`config.mk`:
```
export PLATFORM = sky130hd
export DESIGN_NAME = sem_kernel
export DESIGN_NICKNAME = d
export VERILOG_FILES = /design/src/sobel_edge_magnitude_top_macros.svh /design/src/sem_pkg.sv /design/src/sem_kernel.sv
export SDC_FILE = /design/constraint.sdc
export NUM_CORES = 1
export LEC_CHECK = 0
export ABC_AREA = 1
export ABC_CLOCK_PERIOD_IN_PS = 28800
export BUFFER_PORTS_ARGS = -buffer_cell sky130_fd_sc_hd__buf_2
export CAP_MARGIN = 20
export CORE_AREA = 4 4 210 212
export DETAILED_ROUTE_END_ITERATION = 6
export DIE_AREA = 0 0 214 216
export PLACE_DENSITY = 0.54
export SETUP_SLACK_MARGIN = 0.3
export SLEW_MARGIN = 30
export SYNTH_ARGS = -nofsm -noshare
export SYNTH_HDL_FRONTEND = slang
export SYNTH_SLANG_ARGS = --single-unit
```
`constraint.sdc`:
```
create_clock -name vclk -period 28.8
set_clock_uncertainty 0.15 [all_clocks]
set_input_delay 5.76 -clock vclk [all_inputs]
set_output_delay 5.76 -clock vclk [all_outputs]
set_load 0.1 [all_outputs]
```
`src/sobel_edge_magnitude_top_macros.svh`:
```
`ifndef SOBEL_EDGE_MAGNITUDE_TOP_MACROS_SVH
`define SOBEL_EDGE_MAGNITUDE_TOP_MACROS_SVH

// same-cycle implication
`define SEM_ASSERT_IMP(lbl, ante, cons, msg) \
  lbl: assert property (@(posedge clk_i) disable iff (!rst_ni) (ante) |-> (cons)) \
    else $error(msg);

// next-cycle implication
`define SEM_ASSERT_NXT(lbl, ante, cons, msg) \
  lbl: assert property (@(posedge clk_i) disable iff (!rst_ni) (ante) |=> (cons)) \
    else $error(msg);

`endif

```
`src/sem_pkg.sv`:
```
package sem_pkg;

  localparam int unsigned WordW  = 32;
  localparam int unsigned SampW  = 8;
  localparam int unsigned NumCh  = 4;
  localparam int unsigned OutColW = 10;
  localparam int unsigned RowW   = 16;
  localparam int unsigned CfgW   = 16;
  localparam int unsigned CfgIdxW = 2;

  localparam logic [CfgIdxW-1:0] RegImageWidth   = 2'd0;
  localparam logic [CfgIdxW-1:0] RegImageHeight  = 2'd1;
  localparam logic [CfgIdxW-1:0] RegChannelCount = 2'd2;

  typedef logic [WordW-1:0] word_t;
  typedef word_t [8:0] win_t;
  // column-major neighborhood: [col][row]
  typedef word_t [2:0][2:0] nbhd_t;

endpackage

```
`src/sem_kernel.sv`:
```
module sem_kernel (
  input  sem_pkg::nbhd_t nbhd_i,
  input  logic [2:0]     nch_i,
  output logic [7:0]     edge_o
);
  import sem_pkg::*;

  always_comb begin
    logic signed [11:0] p [3][3];
    logic signed [11:0] gx;
    logic signed [11:0] gy;
    logic [10:0]        ax;
    logic [10:0]        ay;
    logic [11:0]        s;
    logic [9:0]         v;
    logic [9:0]         acc;
    acc = '0;
    for (int ch = 0; ch < NumCh; ch++) begin
      for (int i = 0; i < 3; i++) begin
        for (int j = 0; j < 3; j++) begin
          p[i][j] = signed'({4'b0, nbhd_i[i][j][ch*SampW +: SampW]});
        end
      end
      gx = (p[2][0] + (p[2][1] <<< 1) + p[2][2]) - (p[0][0] + (p[0][1] <<< 1) + p[0][2]);
      gy = (p[0][2] + (p[1][2] <<< 1) + p[2][2]) - (p[0][0] + (p[1][0] <<< 1) + p[2][0]);
      ax = gx[11] ? 11'(-gx) : gx[10:0];
      ay = gy[11] ? 11'(-gy) : gy[10:0];
      s  = {1'b0, ax} + {1'b0, ay};
      v  = s[11:2];
      if (v > 10'd255) begin
        v = 10'd255;
      end
      if (3'(ch) < nch_i) begin
        acc = acc + v;
      end
    end
    edge_o = (acc > 10'd255) ? 8'd255 : acc[7:0];
  end

endmodule

```
Yosys cells after proc, flatten, opt, wreduce, memory -nomap -nowiden
Index checks and enable logic that the tools add are counted.
{"block": "op_classes", "addsub": 55, "magnitude_cmp": 9, "n_mux": 17}
{"op": "adder 10 x 8 -> 11 bit", "n": 16}
{"op": "adder 8 x 9 -> 10 bit", "n": 16}
{"op": "subtractor 11 x 11 -> 12 bit", "n": 8}
{"op": "two-way mux 11 bit", "n": 8}
{"op": "negator 11 bit", "n": 8}
{"op": "two-way mux 10 bit", "n": 8}
{"op": "greater-than comparator 10 x 8 -> 1 bit, second input constant", "n": 5}
{"op": "adder 11 x 11 -> 12 bit", "n": 4}
{"op": "adder 10 bit", "n": 3}
{"op": "two-way mux 8 bit", "n": 1}
{"op": "< comparator 1 x 3 -> 1 bit, first input constant", "n": 2}
{"op": "< comparator 2 x 3 -> 1 bit, first input constant", "n": 2}
{"block": "word_totals", "regBits": 0, "in_bits": 291}

Logic depth before layout (Yosys ltp)
{"block": "logic_depth", "depth_word": 17, "mapped_depth": 66}

Worst setup path before layout
Ideal clock, no wire load.
{"block": "synth_path", "path_kind": "in2out", "start": "in nbhd_i[64] in the netlist's numbering", "end": "out edge_o[0]", "arrival_time_ps": 14735, "path_slack_ps": 8155, "cell_stages": 59, "n_path_buf": 0, "cell_sequence": "inv_1 fa_1 inv_1 fa_1 fa_1 ha_1 fa_1 nand3_1 nand2_1 a21o_1 a21oi_1 o21ai_0 a21oi_1 inv_1 a21oi_1 inv_1 a21oi_1 xnor2_1 [23 not listed] inv_1 nand2_2 nand2_2 nand2_1 o22ai_1 ha_1 nand2_1 nand2_1 a21oi_1 nor2_1 nor2_1 nor2_1 o21ai_0 o21ai_0 inv_1 a21oi_2 nor2_4 nand3_1"}
{"block": "synth_via", "elab_chain_cells": 17, "elab_cells_between_ends": 21, "cone_classes": "add/sub (11); order compare (2); mux (8)"}
{"item": "start: declaration", "line_no": "sem_kernel.sv:2", "text": "input sem_pkg::nbhd_t nbhd_i,"}
{"item": "adder 8 x 9 -> 10 bit", "line_no": "sem_kernel.sv:25", "text": "gy = (p[0][2] + (p[1][2] <<< 1) + p[2][2]) - (p[0][0] + (p[1][0] <<< 1) + p[2][0]);"}
{"item": "adder 10 x 8 -> 11 bit", "line_no": "sem_kernel.sv:25"}
{"item": "subtractor 11 x 11 -> 12 bit", "line_no": "sem_kernel.sv:25"}
{"item": "negator 11 bit", "line_no": "sem_kernel.sv:27", "text": "ay = gy[11] ? 11'(-gy) : gy[10:0];"}
{"item": "two-way mux 11 bit", "line_no": "sem_kernel.sv:27"}
{"item": "adder 11 x 11 -> 12 bit (*)", "line_no": "sem_kernel.sv:28", "text": "s = {1'b0, ax} + {1'b0, ay};"}
{"item": "greater-than comparator 10 x 8 -> 1 bit", "line_no": "sem_kernel.sv:30", "text": "if (v > 10'd255) begin"}
{"item": "two-way mux 10 bit (*)", "line_no": "sem_kernel.sv:30"}
{"item": "two-way mux 10 bit (*)", "line_no": "sem_kernel.sv:33", "text": "if (3'(ch) < nch_i) begin"}
{"item": "adder 10 bit", "line_no": "sem_kernel.sv:34", "text": "acc = acc + v;"}
{"item": "two-way mux 10 bit (*)", "line_no": "sem_kernel.sv:33"}
{"item": "adder 10 bit", "line_no": "sem_kernel.sv:34"}
{"item": "two-way mux 10 bit (*)", "line_no": "sem_kernel.sv:33"}
{"item": "adder 10 bit", "line_no": "sem_kernel.sv:34"}
{"item": "two-way mux 10 bit (*)", "line_no": "sem_kernel.sv:33"}
{"item": "greater-than comparator 10 x 8 -> 1 bit", "line_no": "sem_kernel.sv:37", "text": "edge_o = (acc > 10'd255) ? 8'd255 : acc[7:0];"}
{"item": "two-way mux 8 bit (*)", "line_no": "sem_kernel.sv:37"}
{"item": "end: declaration", "line_no": "sem_kernel.sv:4", "text": "output logic [7:0] edge_o"}
Mark *: on every way between the ends. The rest lies on a longest branch, timed or not.

Final worst setup path
{"block": "layout_path", "start": "in nbhd_i[0] in the netlist's numbering", "end": "out edge_o[1]"}
{"block": "layout_via", "elab_chain_cells": 17, "elab_cells_between_ends": 22, "cone_classes": "add/sub (12); order compare (2); mux (8)"}
{"item": "adder 8 x 9 -> 10 bit (on tied branches)", "line_no": "sem_kernel.sv:24, sem_kernel.sv:25"}
{"item": "adder 10 x 8 -> 11 bit (on tied branches)", "line_no": "sem_kernel.sv:24, sem_kernel.sv:25"}
{"item": "subtractor 11 x 11 -> 12 bit (on tied branches)", "line_no": "sem_kernel.sv:24, sem_kernel.sv:25"}
{"item": "negator 11 bit (on tied branches)", "line_no": "sem_kernel.sv:26, sem_kernel.sv:27"}
{"item": "two-way mux 11 bit (on tied branches)", "line_no": "sem_kernel.sv:26, sem_kernel.sv:27"}
{"item": "adder 11 x 11 -> 12 bit (*)", "line_no": "sem_kernel.sv:28"}
{"item": "greater-than comparator 10 x 8 -> 1 bit", "line_no": "sem_kernel.sv:30"}
{"item": "two-way mux 10 bit (*)", "line_no": "sem_kernel.sv:30"}
{"item": "two-way mux 10 bit (*)", "line_no": "sem_kernel.sv:33"}
{"item": "adder 10 bit", "line_no": "sem_kernel.sv:34"}
{"item": "two-way mux 10 bit (*)", "line_no": "sem_kernel.sv:33"}
{"item": "adder 10 bit", "line_no": "sem_kernel.sv:34"}
{"item": "two-way mux 10 bit (*)", "line_no": "sem_kernel.sv:33"}
{"item": "adder 10 bit", "line_no": "sem_kernel.sv:34"}
{"item": "two-way mux 10 bit (*)", "line_no": "sem_kernel.sv:33"}
{"item": "greater-than comparator 10 x 8 -> 1 bit", "line_no": "sem_kernel.sv:37"}
{"item": "two-way mux 8 bit (*)", "line_no": "sem_kernel.sv:37"}
Marked as above.

==> summary.md <==
| Metric | Value |
|---|---|
| Core area | `between 40000 and 50000 um^2` |
| Fin crit share | `0.7688` |
| DIE HEIGHT | `roughly 220 um` |
| Routed Antenna Nets | `0` |
| Crit path max fanout | `9` |
| RD Place Congestion | `0.8220` |
| Die width | `214 um` |
| Crit. End Element | `output pin` |
| Ys Warns | `0` |
| Tightest Pin Transition | `between 0.9 and 1 ns` |
| FP Rows | `75` |
| Number of global-route vias before repair | `between 10k and 15k` |
| Die area | `46220 um^2` |
| ANT cells | `0` |
| Pre-CTS setup slack | `6.628 ns` |
| Placed insts | `2701` |
| Post CTS Setup Buffer Count | `0` |
| Max Clk Rate | `between 40 and 50 MHz` |
| Hold buffer count at CTS | `0` |
| Post-synthesis cell type count | `48` |
| Most common cell after layout, fill and taps aside | `inv_1` |
| Post-Route WL | `29890 um` |
| CP peak stage delay | `0.56 ns` |
| Final nets | `about 2.9k` |
| DRC | `0` |
| Via count | `11.74k` |
| Final Hold Viols | `0` |
| DR iter-0 viols | `between 300 and 400` |
| Initial antenna violation count | `0` |
| Via density | `approximately 4.3` |
| Critical Path Source | `nbhd_i[0]` |
| First-pass GRT wire length | `between 50000 and 60000 um` |
| Mapped cell area | `around 14000 um^2` |
| Crit path kind | `input port to output pin` |
| Worst hold start | `nch_i[2]` |
| Fin crit period | `between 20 and 25 ns` |
| Slowest-stage cell, CP | `a21oi_1` |
| CP Data Arrival Time | `around 16 ns` |
| Worst EP required | `roughly 23 ns` |
| Max cap viols | `0` |
| Final setup fails | `0` |
| Syn Area/Cell | `7.522 um^2` |
| Input/output buffers | `roughly 270` |
| Initial Util | `0.3400` |
| Post-DP HPWL | `28880 um` |
| Boundary pin count | `between 200 and 300` |
| Setup_tns | `0 ns` |
| Largest net degree at the start of global routing | `17` |
| Clock buf count | `0` |
| Slew headroom | `0.3674` |
| Area of the multi-input gates | `12030 um^2` |
| Most frequent cells in the layout | `inv_1 (586), buf_2 (267), nand2_1 (257)` |
| Seq_cells | `0` |
| Unrepaired setup endpoints after global routing | `false` |
| GRT Util Overall | `0.1317` |
| TritonRoute pass-1 iters | `5` |
| Sequential area share after synthesis | `0` |
| Min-Delay Path Class | `input port to output pin` |
| Area Overhead vs Synth | `14.06%` |
| Crit start category | `input port` |
| Cell repeated most along the worst path | `inv_1` |
| Filler Cell Count | `between 4k and 5k` |
| Register area | `0 um^2` |
| Gate Count Post-Synth | `1896` |
| Non-Filler Instances | `2701` |
| Final WS setup | `roughly 6.7 ns` |
| Post_cts resized | `0` |
| Fraction of layout cells with a size suffix above 1 | `0.1508` |
| CP endpoint | `edge_o[1]` |
| GRT overflow | `0` |
| Status | `completed` |
| WL/cell | `between 10 and 15 um` |
| Final Max Slew Viols | `0` |
## per-stage QoR
stage	hold WS, ns	utilization	area (um^2)
floorplan	12.33	-	14270
global placement	12.16	0.3878	16270
detailed placement	12.18	0.3878	16270
CTS	12.18	0.3878	16270
global route	12.21	0.3878	16270
finish	12.17	0.3878	16270
## synthesized netlist by cell type (all sizes together)
| cell | instances | area (um^2) |
|---|---|---|
| inv | 591 | 2218 |
| nand2 | 270 | 1046 |
| fa | 251 | 5025 |
| ha | 168 | 2102 |
| xor2 | 117 | 1047 |
| nor2 | 114 | 471.7 |
| a21oi | 100 | 508.0 |
| nand3 | 87 | 518.0 |
| o21ai | 55 | 290.3 |
| xnor2 | 34 | 297.8 |
| nand4 | 15 | 93.84 |
| nor3 | 15 | 75.07 |
| o21bai | 15 | 112.6 |
| a21o | 12 | 90.09 |
| o31ai | 10 | 80.07 |
| or2 | 8 | 50.05 |
| a31oi | 6 | 37.54 |
| a211oi | 5 | 37.54 |
| nand3b | 5 | 41.29 |
| and2 | 3 | 18.77 |
| buf | 2 | 10.01 |
| clkbuf | 2 | 7.510 |
| a311oi | 1 | 8.760 |
| clkinv | 1 | 3.750 |
| conb | 1 | 3.750 |
| mux2 | 1 | 11.26 |
| mux2i | 1 | 10.01 |
| nor4 | 1 | 6.260 |
| o2111ai | 1 | 8.760 |
| o221ai | 1 | 8.760 |
| o22ai | 1 | 6.260 |
| or3 | 1 | 6.260 |
| or3b | 1 | 8.760 |
## layout make-up
type	instances	share of cell area
repair buffers	267	0.08215
well taps	539	0.04146
multi-input cells	1303	0.7398
inverters	592	0.1366
## critical path: cells and delay by family
kind / cells / cell delay [ns]
adder cells (fa/ha/maj): 10 / 3.72
buffers and inverters: 12 / 1.43
XOR/XNOR: 1 / 0.17
AND/OR/NAND/NOR: 24 / 2.21
AO/OA/AOI/OAI: 14 / 2.95
## cells by family (layout without fill, tap and decap cells)
logic type                 count (synthesis)  count (layout)  share of synthesized area
AOI/OAI and AO/OA                        207             207                    0.08335
xor gates and xnor gates                 151             151                    0.09432
adders and majority gates                419             419                     0.4997
buffers and inverters                    596             859                     0.1570
muxes                                      2               2                   0.001491
other                                      1               4                  0.0002630
and+or+nand+nor                          520             520                     0.1638
## worst min path at each step
stage           endpoint  slack [ns]  depth (start not counted)
6_report       edge_o[0]       12.17                          4
5_1_grt        edge_o[0]       12.21                          4
4_1_cts        edge_o[0]       12.18                          4
3_5_place_dp   edge_o[0]       12.18                          4
3_3_place_gp   edge_o[0]       12.16                          4
2_1_floorplan  edge_o[0]       12.33                          3
## layer usage
metal,vias to the layer above,global-route usage,part of all wire
li1,6195,-,-
met1,5403,0.1822,0.47
met2,137,0.2457,0.51
met3,2,0.003376,0.021
met4,0,0.001729,0.00074
met5,-,0,0
Power is left out: the tool's default activity adds up to more than one toggle a clock period on the data nets, which glitch-free logic cannot reach.
